File: config.mk
export PLATFORM = sky130hd
export DESIGN_NAME = string_to_integer_parser
export DESIGN_NICKNAME = d
export VERILOG_FILES = /design/src/rtl/sip_pkg.sv /design/src/rtl/sip_mac.sv /design/src/rtl/sip_core.sv /design/src/rtl/string_to_integer_parser.sv
export SDC_FILE = /design/constraint.sdc
export NUM_CORES = 1
export LEC_CHECK = 0
export ABC_AREA = 1
export CORE_MARGIN = 2
export CORE_UTILIZATION = 35
export CTS_CLUSTER_DIAMETER = 120
export DETAILED_ROUTE_END_ITERATION = 6
export DONT_BUFFER_PORTS = 1
export REMOVE_ABC_BUFFERS = 1
export SLEW_MARGIN = 40
export SYNTH_ARGS = -nofsm -noshare
export SYNTH_HDL_FRONTEND = slang
export SYNTH_SLANG_ARGS = --single-unit
File: constraint.sdc
create_clock -name clk -period 8.2 [get_ports clk]
set_clock_uncertainty 0.05 [all_clocks]
set_input_delay 0 -clock clk [delete_from_list [all_inputs] [get_ports clk]]
set_output_delay 0 -clock clk [all_outputs]
set_load 0.02 [all_outputs]
File: src/rtl/sip_pkg.sv
`default_nettype none

package sip_pkg;

    // Default width of the end offset and position counter
    localparam int OffsetBitsDefault = 16;

    // Character codes used by the parser
    localparam logic [7:0] CharZero  = 8'h30;
    localparam logic [7:0] CharNine  = 8'h39;
    localparam logic [7:0] CharLowA  = 8'h61;
    localparam logic [7:0] CharLowZ  = 8'h7a;
    localparam logic [7:0] CharUpA   = 8'h41;
    localparam logic [7:0] CharUpZ   = 8'h5a;
    localparam logic [7:0] CharLowX  = 8'h78;
    localparam logic [7:0] CharUpX   = 8'h58;
    localparam logic [7:0] CharMinus = 8'h2d;
    localparam logic [7:0] CharPlus  = 8'h2b;
    localparam logic [7:0] CharSpace = 8'h20;
    localparam logic [7:0] CharTab   = 8'h09;
    localparam logic [7:0] CharLf    = 8'h0a;
    localparam logic [7:0] CharVt    = 8'h0b;
    localparam logic [7:0] CharFf    = 8'h0c;
    localparam logic [7:0] CharCr    = 8'h0d;

    // Bases with special handling
    localparam logic [5:0] BaseAuto  = 6'd0;
    localparam logic [5:0] BaseOctal = 6'd8;
    localparam logic [5:0] BaseDec   = 6'd10;
    localparam logic [5:0] BaseHex   = 6'd16;

    // Digit code for a character that is not a digit in the base
    localparam logic [5:0] NoDigit = 6'd63;

    // One input item as held in the input register
    typedef struct packed {
        logic [7:0] char_in;
        logic       first_char;
        logic [5:0] radix;
        logic       signed_mode;
    } sip_item_t;

    // Fixed-width part of one result item
    typedef struct packed {
        logic [63:0] value;
        logic        found_digits;
        logic        overflow;
    } sip_result_t;

    // Whitespace skipped before the number
    function automatic logic is_blank(input logic [7:0] c);
        return (c == CharSpace) || (c == CharTab) || (c == CharLf) ||
               (c == CharCr) || (c == CharVt) || (c == CharFf);
    endfunction

    // Digit value of a character, or NoDigit if it is not below the base
    function automatic logic [5:0] digit_of(input logic [7:0] c, input logic [5:0] base);
        logic [7:0] v;
        v = {2'b00, NoDigit};
        if (c >= CharZero && c <= CharNine)
        begin
            v = c - CharZero;
        end
        else if (c >= CharLowA && c <= CharLowZ)
        begin
            v = c - CharLowA + 8'd10;
        end
        else if (c >= CharUpA && c <= CharUpZ)
        begin
            v = c - CharUpA + 8'd10;
        end
        if (v < {2'b00, base})
        begin
            return v[5:0];
        end
        return NoDigit;
    endfunction

endpackage

`default_nettype wire

File: src/rtl/sip_mac.sv
`default_nettype none

module sip_mac (
    input  wire logic [63:0] acc,
    input  wire logic [5:0]  base,
    input  wire logic [5:0]  digit,
    output logic      [63:0] sum,
    output logic             carry
);

    logic [69:0] full;

    // Multiply-add at full width; any bit from 64 up marks a wrap
    assign full  = ({6'd0, acc} * {64'd0, base}) + {64'd0, digit};
    assign sum   = full[63:0];
    assign carry = |full[69:64];

endmodule

`default_nettype wire

File: src/rtl/sip_core.sv
`default_nettype none

module sip_core #(
    parameter int OFFSET_BITS = sip_pkg::OffsetBitsDefault
) (
    input  wire logic                   clk,
    input  wire logic                   rst_n,
    input  wire logic                   fire,
    input  wire sip_pkg::sip_item_t     item,
    output logic                        emit,
    output sip_pkg::sip_result_t        result,
    output logic [OFFSET_BITS-1:0]      end_offset
);

    localparam logic [2:0] PH_IDLE   = 3'd0;
    localparam logic [2:0] PH_LEAD   = 3'd1;
    localparam logic [2:0] PH_SIGNED = 3'd2;
    localparam logic [2:0] PH_ZERO   = 3'd3;
    localparam logic [2:0] PH_XSEEN  = 3'd4;
    localparam logic [2:0] PH_DIGITS = 3'd5;

    localparam logic [OFFSET_BITS-1:0] PosMax = {OFFSET_BITS{1'b1}};

    logic [2:0]             phase_reg, phase_next;
    logic                   negative_reg, negative_next;
    logic [5:0]             base_reg, base_next;
    logic                   signed_reg;
    logic [63:0]            acc_reg, acc_next;
    logic                   any_reg, any_next;
    logic [OFFSET_BITS-1:0] pos_reg, pos_next;
    logic                   wrapped_reg, wrapped_next;

    logic [2:0]             eff_phase;
    logic                   eff_negative;
    logic [5:0]             eff_base;
    logic                   eff_signed;
    logic [63:0]            eff_acc;
    logic                   eff_any;
    logic [OFFSET_BITS-1:0] eff_pos;
    logic                   eff_wrapped;

    logic                   active;
    logic                   stop;
    logic [OFFSET_BITS-1:0] stop_pos;
    logic [5:0]             base_sel;
    logic [5:0]             digit;
    logic                   digit_ok;
    logic [63:0]            mac_sum;
    logic                   mac_carry;
    logic [7:0]             c;

    assign c = item.char_in;

    // A first character opens a fresh string; otherwise idle drops the item
    assign active = fire && (item.first_char || (phase_reg != PH_IDLE));

    always_comb
    begin
        if (item.first_char)
        begin
            eff_phase    = PH_LEAD;
            eff_negative = 1'b0;
            eff_base     = item.radix;
            eff_signed   = item.signed_mode;
            eff_acc      = '0;
            eff_any      = 1'b0;
            eff_pos      = '0;
            eff_wrapped  = 1'b0;
        end
        else
        begin
            eff_phase    = phase_reg;
            eff_negative = negative_reg;
            eff_base     = base_reg;
            eff_signed   = signed_reg;
            eff_acc      = acc_reg;
            eff_any      = any_reg;
            eff_pos      = pos_reg;
            eff_wrapped  = wrapped_reg;
        end
    end

    // Pick the base that the current phase classifies digits in
    always_comb
    begin
        base_sel = eff_base;
        case (eff_phase) inside
            PH_LEAD, PH_SIGNED:
            begin
                if (eff_base == sip_pkg::BaseAuto)
                begin
                    base_sel = sip_pkg::BaseDec;
                end
            end
            PH_ZERO:
            begin
                if (eff_base == sip_pkg::BaseAuto)
                begin
                    base_sel = sip_pkg::BaseOctal;
                end
            end
            PH_XSEEN:
            begin
                base_sel = sip_pkg::BaseHex;
            end
            default:
            begin
                base_sel = eff_base;
            end
        endcase
    end

    assign digit    = sip_pkg::digit_of(c, base_sel);
    assign digit_ok = (digit != sip_pkg::NoDigit);

    sip_mac u_mac (
        .acc   (eff_acc),
        .base  (base_sel),
        .digit (digit),
        .sum   (mac_sum),
        .carry (mac_carry)
    );

    // Step the parser by one character
    always_comb
    begin
        phase_next    = eff_phase;
        negative_next = eff_negative;
        base_next     = eff_base;
        acc_next      = eff_acc;
        any_next      = eff_any;
        wrapped_next  = eff_wrapped;
        stop          = 1'b0;
        stop_pos      = eff_pos;
        unique case (eff_phase) inside
            PH_LEAD, PH_SIGNED:
            begin
                if ((eff_phase == PH_LEAD) && sip_pkg::is_blank(c))
                begin
                    phase_next = PH_LEAD;
                end
                else if ((eff_phase == PH_LEAD) && (c == sip_pkg::CharMinus) && eff_signed)
                begin
                    negative_next = 1'b1;
                    phase_next    = PH_SIGNED;
                end
                else if ((eff_phase == PH_LEAD) && (c == sip_pkg::CharPlus))
                begin
                    phase_next = PH_SIGNED;
                end
                else if ((c == sip_pkg::CharZero) &&
                         ((eff_base == sip_pkg::BaseAuto) || (eff_base == sip_pkg::BaseHex)))
                begin
                    any_next   = 1'b1;
                    acc_next   = '0;
                    phase_next = PH_ZERO;
                end
                else
                begin
                    base_next = base_sel;
                    if (!digit_ok)
                    begin
                        stop = 1'b1;
                    end
                    else
                    begin
                        acc_next     = mac_sum;
                        any_next     = 1'b1;
                        wrapped_next = eff_wrapped | mac_carry;
                        phase_next   = PH_DIGITS;
                    end
                end
            end
            PH_ZERO:
            begin
                if ((c == sip_pkg::CharLowX) || (c == sip_pkg::CharUpX))
                begin
                    phase_next = PH_XSEEN;
                end
                else
                begin
                    base_next = base_sel;
                    if (!digit_ok)
                    begin
                        stop = 1'b1;
                    end
                    else
                    begin
                        acc_next     = mac_sum;
                        any_next     = 1'b1;
                        wrapped_next = eff_wrapped | mac_carry;
                        phase_next   = PH_DIGITS;
                    end
                end
            end
            PH_XSEEN:
            begin
                base_next = base_sel;
                if (!digit_ok)
                begin
                    // End falls back to just after the zero when the x starts no number
                    stop     = 1'b1;
                    stop_pos = (eff_pos == PosMax) ? eff_pos : eff_pos - 1'b1;
                end
                else
                begin
                    acc_next     = mac_sum;
                    any_next     = 1'b1;
                    wrapped_next = eff_wrapped | mac_carry;
                    phase_next   = PH_DIGITS;
                end
            end
            PH_DIGITS:
            begin
                if (!digit_ok)
                begin
                    stop = 1'b1;
                end
                else
                begin
                    acc_next     = mac_sum;
                    any_next     = 1'b1;
                    wrapped_next = eff_wrapped | mac_carry;
                end
            end
            default:
            begin
                phase_next = PH_IDLE;
            end
        endcase
        if (stop)
        begin
            phase_next = PH_IDLE;
        end
        pos_next = (!stop && (eff_pos != PosMax)) ? eff_pos + 1'b1 : eff_pos;
    end

    // Form the result from the state before this character
    assign emit                = active && stop;
    assign result.value        = !eff_any ? 64'd0 :
                                 (eff_signed && eff_negative) ? (64'd0 - eff_acc) : eff_acc;
    assign result.found_digits = eff_any;
    assign result.overflow     = eff_wrapped;
    assign end_offset          = eff_any ? stop_pos : '0;

    // Hold the parser state
    always_ff @(posedge clk or negedge rst_n)
    begin
        if (!rst_n)
        begin
            phase_reg    <= PH_IDLE;
            negative_reg <= 1'b0;
            base_reg     <= '0;
            signed_reg   <= 1'b0;
            acc_reg      <= '0;
            any_reg      <= 1'b0;
            pos_reg      <= '0;
            wrapped_reg  <= 1'b0;
        end
        else if (active)
        begin
            phase_reg    <= phase_next;
            negative_reg <= negative_next;
            base_reg     <= base_next;
            signed_reg   <= eff_signed;
            acc_reg      <= acc_next;
            any_reg      <= any_next;
            pos_reg      <= pos_next;
            wrapped_reg  <= wrapped_next;
        end
    end

    a_stop_goes_idle: assert property (@(posedge clk) disable iff (!rst_n)
        emit |=> (phase_reg == PH_IDLE))
        else $error("parser did not go idle after a result");

    a_idle_keeps_pos: assert property (@(posedge clk) disable iff (!rst_n)
        (fire && !item.first_char && (phase_reg == PH_IDLE)) |=> $stable(pos_reg))
        else $error("idle item moved the position");

    a_no_digit_zero_acc: assert property (@(posedge clk) disable iff (!rst_n)
        !any_reg |-> (acc_reg == 64'd0))
        else $error("accumulator set without a digit");

endmodule

`default_nettype wire

File: src/rtl/string_to_integer_parser.sv
`default_nettype none

// Channel  Handshake            Payload
// -------  -------------------  ------------------------------------------
// in       in_valid / in_stall  char_in, first_char, radix, signed_mode
// out      out_valid/ out_stall value, end_offset, found_digits, overflow
//
// One character is taken every cycle while in_stall is low; the result
// of a stop character passes the input register, then the result
// register, with the single multiply-add step between them.
// rst_n clears the valid flags and the parser state at once.
// A stalled result holds the step; the input register then raises in_stall.

module string_to_integer_parser #(
    parameter int OFFSET_BITS = sip_pkg::OffsetBitsDefault
) (
    input  wire logic                   clk,
    input  wire logic                   rst_n,
    input  wire logic                   in_valid,
    output logic                        in_stall,
    input  wire logic [7:0]             char_in,
    input  wire logic                   first_char,
    input  wire logic [5:0]             radix,
    input  wire logic                   signed_mode,
    output logic                        out_valid,
    input  wire logic                   out_stall,
    output logic [63:0]                 value,
    output logic [OFFSET_BITS-1:0]      end_offset,
    output logic                        found_digits,
    output logic                        overflow
);

    logic                    in_valid_reg;
    sip_pkg::sip_item_t      item_reg;
    logic                    out_valid_reg;
    sip_pkg::sip_result_t    result_reg;
    logic [OFFSET_BITS-1:0]  offset_reg;

    logic                    step_go;
    logic                    core_emit;
    sip_pkg::sip_result_t    core_result;
    logic [OFFSET_BITS-1:0]  core_offset;

    // Advance the step when the result register is free or being taken
    assign step_go  = !out_valid_reg || !out_stall;
    assign in_stall = in_valid_reg && !step_go;

    // Capture the input item
    always_ff @(posedge clk or negedge rst_n)
    begin
        if (!rst_n)
        begin
            in_valid_reg <= 1'b0;
        end
        else if (!in_stall)
        begin
            in_valid_reg <= in_valid;
        end
    end

    always_ff @(posedge clk)
    begin
        if (!in_stall)
        begin
            item_reg.char_in     <= char_in;
            item_reg.first_char  <= first_char;
            item_reg.radix       <= radix;
            item_reg.signed_mode <= signed_mode;
        end
    end

    sip_core #(
        .OFFSET_BITS (OFFSET_BITS)
    ) u_core (
        .clk        (clk),
        .rst_n      (rst_n),
        .fire       (in_valid_reg && step_go),
        .item       (item_reg),
        .emit       (core_emit),
        .result     (core_result),
        .end_offset (core_offset)
    );

    // Load the result register
    always_ff @(posedge clk or negedge rst_n)
    begin
        if (!rst_n)
        begin
            out_valid_reg <= 1'b0;
        end
        else if (step_go)
        begin
            out_valid_reg <= core_emit;
        end
    end

    always_ff @(posedge clk)
    begin
        if (step_go && core_emit)
        begin
            result_reg <= core_result;
            offset_reg <= core_offset;
        end
    end

    assign out_valid    = out_valid_reg;
    assign value        = result_reg.value;
    assign found_digits = result_reg.found_digits;
    assign overflow     = result_reg.overflow;
    assign end_offset   = offset_reg;

    a_accept_fills: assert property (@(posedge clk) disable iff (!rst_n)
        (in_valid && !in_stall) |=> in_valid_reg)
        else $error("accepted item lost from the input register");

    a_stall_cause: assert property (@(posedge clk) disable iff (!rst_n)
        in_stall |-> (out_valid && out_stall))
        else $error("input stalled without a blocked result");

    a_result_from_step: assert property (@(posedge clk) disable iff (!rst_n)
        (out_valid && !$past(out_valid)) |-> $past(in_valid_reg))
        else $error("result appeared without an item in the step");

endmodule

`default_nettype wire

---- Yosys cells after proc, flatten, opt, wreduce, memory -nomap -nowiden ----
Cells that the tools add are included.
word-level totals
  register bits after elaboration ......... 193
  latch bits .............................. 0
  bits in writable memories ............... 0
  bits in read-only memories .............. 0
  bits of input ports ..................... 20
  output and inout bits ................... 84
  word-level logic and storage cells ...... 158
  memories ................................ 0
cells by class
  add/sub/neg operators ................... 9
  multiply operators ...................... 1
  div/mod/pow operators ................... 0
  order comparisons ....................... 7
  equal/unequal tests ..................... 20
  shifts and indexed selects .............. 0
  muxes and demuxes ....................... 69
  bitwise logic cells ..................... 1
  reduce and logical (&&, ||, !) cells .... 33
operator list
  kind                                                 count
  two-way mux 64 bit                                   8
  case mux 64 bit (3 select lines)                     1
  two-way mux 16 bit                                   5
  two-way mux 6 bit                                    13
  adder 70 x 6 -> 70 bit                               1
  multiplier 64 x 6 -> 70 bit                          1
  subtractor 1 x 64 -> 64 bit, first input constant    1
  == test 8 x 4 -> 1 bit, second input constant        5
  == test 8 x 6 -> 1 bit, second input constant        4
  two-way mux 1 bit                                    26
  two-way mux 3 bit                                    8
  two-way mux 8 bit                                    3
  case mux 6 bit (3 select lines)                      1
  adder 16 x 1 -> 16 bit, second input constant        1
  adder 8 x 4 -> 8 bit, second input constant          2
  == test 16 bit, second input constant                1
  == test 8 x 7 -> 1 bit, second input constant        2
  >= comparator 8 x 7 -> 1 bit, second input constant  2
  <= comparator 8 x 7 -> 1 bit, second input constant  2
  inequality test 16 bit, second input constant        1
  subtractor 16 x 1 -> 16 bit, second input constant   1
  subtractor 8 x 7 -> 8 bit, second input constant     2
  logical AND 1 bit                                    15
  case mux 3 bit (4 select lines)                      1
  17 further kinds                                     33

---- Depth between registers and ports, before layout ----
  depth in word-level cells ............... 18
  mapped depth ............................ 48
  depth with buffers taken out ............ 47

---- By module ----
From an unflattened synthesis, not the netlist that was laid out.
unflattened totals
  cells, all modules ...................... 3990
  area total of the unflattened synthesis .. 27375.0 µm²
modules (own cells, without submodules)
  module                    times used  cells an instance  area an instance (µm²)  sequential area each (µm²)
  sip_mac                   1           2198               14592.7                 0.0
  sip_core                  1           1682               9743.1                  2327.2
  string_to_integer_parser  1           110                3039.2                  2992.9

---- Worst setup path before layout ----
No wires, ideal clock.
  path kind ............................... register to register
  start ................................... reg item_reg[7] (netlist bit)
  end ..................................... reg offset_reg[0], in the netlist end_offset[0], enable pin
  setup time .............................. 524 ps
  arrival ................................. 6570 ps
  required time ........................... 7626 ps
  setup slack ............................. 1056 ps
  stages on the path, launching flop included .. 24
  path buffers ............................ 6
  period minus slack after synthesis ...... 7144 ps
  path through ............................ edfxtp_1 -> buf_6 -> buf_6 -> buf_6 -> buf_6 -> buf_2 -> buf_2 -> mux2i_1 -> inv_1 -> nor2_1 -> nand2_1 -> nand2_1 -> clkinv_1 -> ha_1 -> nand2_1 -> nand2_1 -> nand2_1 -> nand2_1 -> a21oi_4 -> o21ai_2 -> nand4_2 -> nand2_1 -> inv_1 -> nor2_1
on the way
  word-level cells in the longest chain between the ends .. 17
  elaborated cells on any way between the ends .. 38
  classes of those cells .................. order compare: 1; eq/ne: 7; mux: 17; reduce/logical: 13
RTL lines
  element                                                                     line                             RTL
  from (decl)                                                                 string_to_integer_parser.sv:34   sip_pkg::sip_item_t item_reg;
  two-way mux 3 bit / two-way mux 6 bit (equally long branches)               sip_core.sv:59                   if (item.first_char)
  == test 3 bit (no source line) / logical NOT 6 bit (equally long branches)  n/a
  two-way mux 6 bit, on equally long branches                                 sip_core.sv:87, sip_core.sv:97
  two-way mux 6 bit (2 in series)                                             sip_core.sv:87                   case (eff_phase) inside
  less-than comparator 8 x 6 -> 1 bit                                         sip_pkg.sv:72                    if (v < {2'b00, base})
  two-way mux 1 bit                                                           sip_pkg.sv:72
  two-way mux 6 bit                                                           sip_pkg.sv:76                    return NoDigit;
  inequality test 6 bit                                                       sip_core.sv:114                  assign digit_ok = (digit != sip_pkg::NoDigit);
  two-way mux 1 bit                                                           n/a
  two-way mux 1 bit                                                           sip_core.sv:151                  else if ((c == sip_pkg::CharZero) &&
  two-way mux 1 bit                                                           sip_core.sv:147                  else if ((eff_phase == PH_LEAD) && (c == sip_pkg::CharPlus))
  two-way mux 1 bit                                                           sip_core.sv:142                  else if ((eff_phase == PH_LEAD) && (c == sip_pkg::CharMinus) && eff_signed)
  two-way mux 1 bit                                                           sip_core.sv:138                  if ((eff_phase == PH_LEAD) && sip_pkg::is_blank(c))
  case mux 1 bit (3 select lines)                                             sip_core.sv:135                  unique case (eff_phase) inside
  logical AND 1 bit *                                                         sip_core.sv:239                  assign emit = active && stop;
  logical AND 1 bit *                                                         string_to_integer_parser.sv:99   if (step_go && core_emit)
  to (signal assigned)                                                        string_to_integer_parser.sv:102  offset_reg <= core_offset;
  to (decl)                                                                   string_to_integer_parser.sv:37   logic [OFFSET_BITS-1:0] offset_reg;
Every way passes the cells marked *; elsewhere a longest branch is shown, timed or not.
A chain may end at the register's enable or synchronous reset.

---- Worst setup path after layout ----
  start ................................... reg item_reg[7] (netlist bit)
  end ..................................... reg u_core.acc_reg[41]
on the way
  word-level cells in the longest chain between the ends .. 15
  elaborated cells on any way between the ends .. 39
  classes of those cells .................. add/sub: 1; mul: 1; order compare: 1; eq/ne: 7; mux: 18; reduce/logical: 11
RTL lines
  element                                                                               line             RTL
  parallel branches: the longest is 15 deep, another holds multiplier 64 x 6 -> 70 bit  n/a
  to (signal assigned)                                                                  sip_core.sv:266  acc_reg <= acc_next;
  to (decl)                                                                             sip_core.sv:28   logic [63:0] acc_reg, acc_next;
Parallel ways; which one is timed is not known.

==> key figures <==
Routing
  – Routed WL: 81,570 µm
  – Drt pass-1 iters: 6
  – Residual DRC: 0
  – Antenna-violating nets left: 0
  – First DRT Iteration DRCs: 1,821
  – DR vias/cell: 5.146
  – Vias: 23,300
  – WL per Instance: 18.02 µm

Logic synthesis
  – Simple-gate area share of the yosys netlist: 24.21%
  – Library cells used by synthesis: 55
  – Synth Area per Inst: 7.130 µm²
  – Primary FF master, synth: edfxtp_1
  – Commonest cells post-synth: nand2_1 (827), inv_1 (630), nor2_1 (491)
  – Top cell type's share of synthesized area: 19.69%
  – Synth Instances: 3,594
  – Complex-gate fraction of the synthesized area: 12.54%
  – Mapped cell area: 0.02562 mm²
  – #FFs+latches synth: 193
  – Post-synthesis adder-cell area fraction: 27.65%
  – Post-synth EDFFs: 98
  – Area leader, netlist: fa_1
  – Largest family of logic cells by synthesized area: adder cells
  – Async S/R FF share, synth: 49.22%
  – Synth warn: 0
  – Mux cell area share after synthesis: 0.1563%
  – Register area share after synthesis: 20.76%
  – Largest cells by area after synthesis: fa_1 (20%), nand2_1 (12%), edfxtp_1 (11%)
  – Cell with the most instances after synthesis: nand2_1
  – Post-synthesis xor/xnor area fraction: 3.076%

GRT
  – Initial antenna violation count: 1
  – GR Overflow Total: 0
  – Number of global-route vias before repair: 23,590
  – First-pass GRT wire length: 131,400 µm
  – Largest net degree at the start of global routing: 96
  – GRT Total Usage: 22.19%

Placement
  – Post-DP HPWL: 62,360 µm
  – GPL Wtd Cong: 0.9729
  – # port buffers: 0

Timing
  – Hold Fails Final Rpt: 0
  – Max Transition Viols Final: 0
  – Endpoints failing setup: 0
  – Fin crit period: 7553 ps
  – Fmax: 132.4 MHz
  – WHS: 43.62 ps
  – Measured slew at the worst slew-check pin: 858.1 ps
  – Normalized max-slew margin: 42.58%
  – Final worst path period share: 92.11%

Status
  – Status: completed

Die
  – Core area: 0.07271 mm²
  – Starting Density: 35.24%
  – Total Die Area: 0.07539 mm²
  – Die Height: 274.6 µm
  – Die X: 274.6 µm
  – # IOs: 104
  – Row count: 99

Clocking
  – Clock Latency Late Sink: 530 ps
  – TritonCTS clock tree: built
  – CTS Buffer Depth: 2
  – CTS buffer count: 17
  – CTS H-tree depth: 4
  – Worst-path clk slew: 100 ps
  – CTS Sinks: 193
  – CTS Root Cell: clkbuf_16

Flow run
  – Max cap viols: 0

Critical path
  – Crit start category: flop
  – WS Path Type: flop to flop
  – Critical-path maximum fanout: 32
  – CP arrival: 7950 ps
  – Crit path capture type: flop
  – Crit path required time: 8600 ps
  – Slowest CP cell: o21ai_0
  – Crit-path max cell delay: 630 ps

Final layout
  – Ant diodes: 0
  – Fraction of layout cells with a size suffix above 1: 3.839%
  – Area delta synth->final: 7.354%
  – Final Net Count: 3,991

Hold path
  – Hold Crit Class: input pin to async pin
-- through the flow --
stage	setup TNS, ps	instances	util (%)	area [µm²]	setup WS, ps
after floorplan	-213850	3481	-	25100	-2100
after global placement	0	4475	36.62	26630	849.1
after detailed placement	0	4475	36.64	26640	754.8
after CTS	0	4528	37.83	27510	705.3
after global routing	-62.87	4528	37.83	27510	-62.87
final	0	4528	37.83	27510	647.1
-- logic make-up after synthesis --
| logic type | after synthesis |
|---|---|
| DFF | 193 |
| AOI/OAI and AO/OA | 594 |
| muxes | 4 |
| and+or+nand+nor | 1534 |
| buffers and inverters | 764 |
| adders and majority gates | 415 |
| xor gates and xnor gates | 90 |
-- area by class of cell --
| type | instances | area (µm²) |
|---|---|---|
| Sequential cell | 193 | 5320 |
| Tap cell | 959 | 1200 |
| Clock buffer | 17 | 425.4 |
| Timing Repair Buffer | 56 | 490.5 |
| Fill cell | 7695 | 45200 |
| Multi-Input combinational cell | 2637 | 17410 |
| Inverter | 651 | 2449 |
| Clock inverter | 15 | 214.0 |
-- worst max-delay path, delay by kind of cell (launching register included) --
| kind | cells | cell delay [ps] |
|---|---|---|
| simple gates | 11 | 1620 |
| flops | 1 | 610 |
| fa+ha+maj | 5 | 2150 |
| buf+inv | 7 | 800 |
| compound gates | 9 | 2210 |
-- layer usage --
layer / wire length [µm] / vias up / GRT usage (%) / share of wire (%)
met5: 0 / - / 0 / 0
met4: 2110 / 0 / 6.536 / 2.6
met3: 4925 / 96 / 3.325 / 6.0
met2: 38090 / 769 / 36.74 / 47
met1: 36450 / 11230 / 29.99 / 45
li1: - / 11210 / - / -
-- repair_timing --
action | CTS | global route
hold endpoints to repair | 113 | 0
hold buffers | 21 | 0
setup buffers | 0 | 0
resized for setup | 0 | 1
endpoints found under the setup margin | 0 | 1
-- worst paths after layout --
| kind | slack, ps | startpoint | depth (start not counted) | endpoint |
|---|---|---|---|---|
| min reg2reg | 440 | u_core.pos_reg[9] | 2 | u_core.pos_reg[9] |
| max in group asynchronous | 7560 | rst_n | 2 | u_core.pos_reg[10] |
| max | 650 | item_reg[7] | 32 | u_core.acc_reg[41] |
| min | 40 | rst_n | 2 | u_core.acc_reg[24] |
| min in group clk | 50 | char_in[2] | 1 | item_reg[10] |
| max reg2reg | 650 | item_reg[7] | 32 | u_core.acc_reg[41] |
-- cells in the final DEF (no fill, tap or decap), types with 20 or more instances in the layout --
cell           Yosys  routed
o21ai_0          163     162
nor2_1           491     483
fa_1             252     252
xnor2_1           38      38
o21ai_1           64      65
nor3_1            42      41
edfxtp_1          98      98
dfrtp_1           95      95
nand3_1           74      74
a21oi_1          286     285
nand4_1           37      37
ha_1             163     163
nand2_1          827     825
buf_4              5      35
dlygate4sd3_1      0      20
inv_1            630     630
xor2_1            52      52
Power is not shown: default switching activity piles up to over one toggle a cycle in this logic, so the estimate is an artifact.
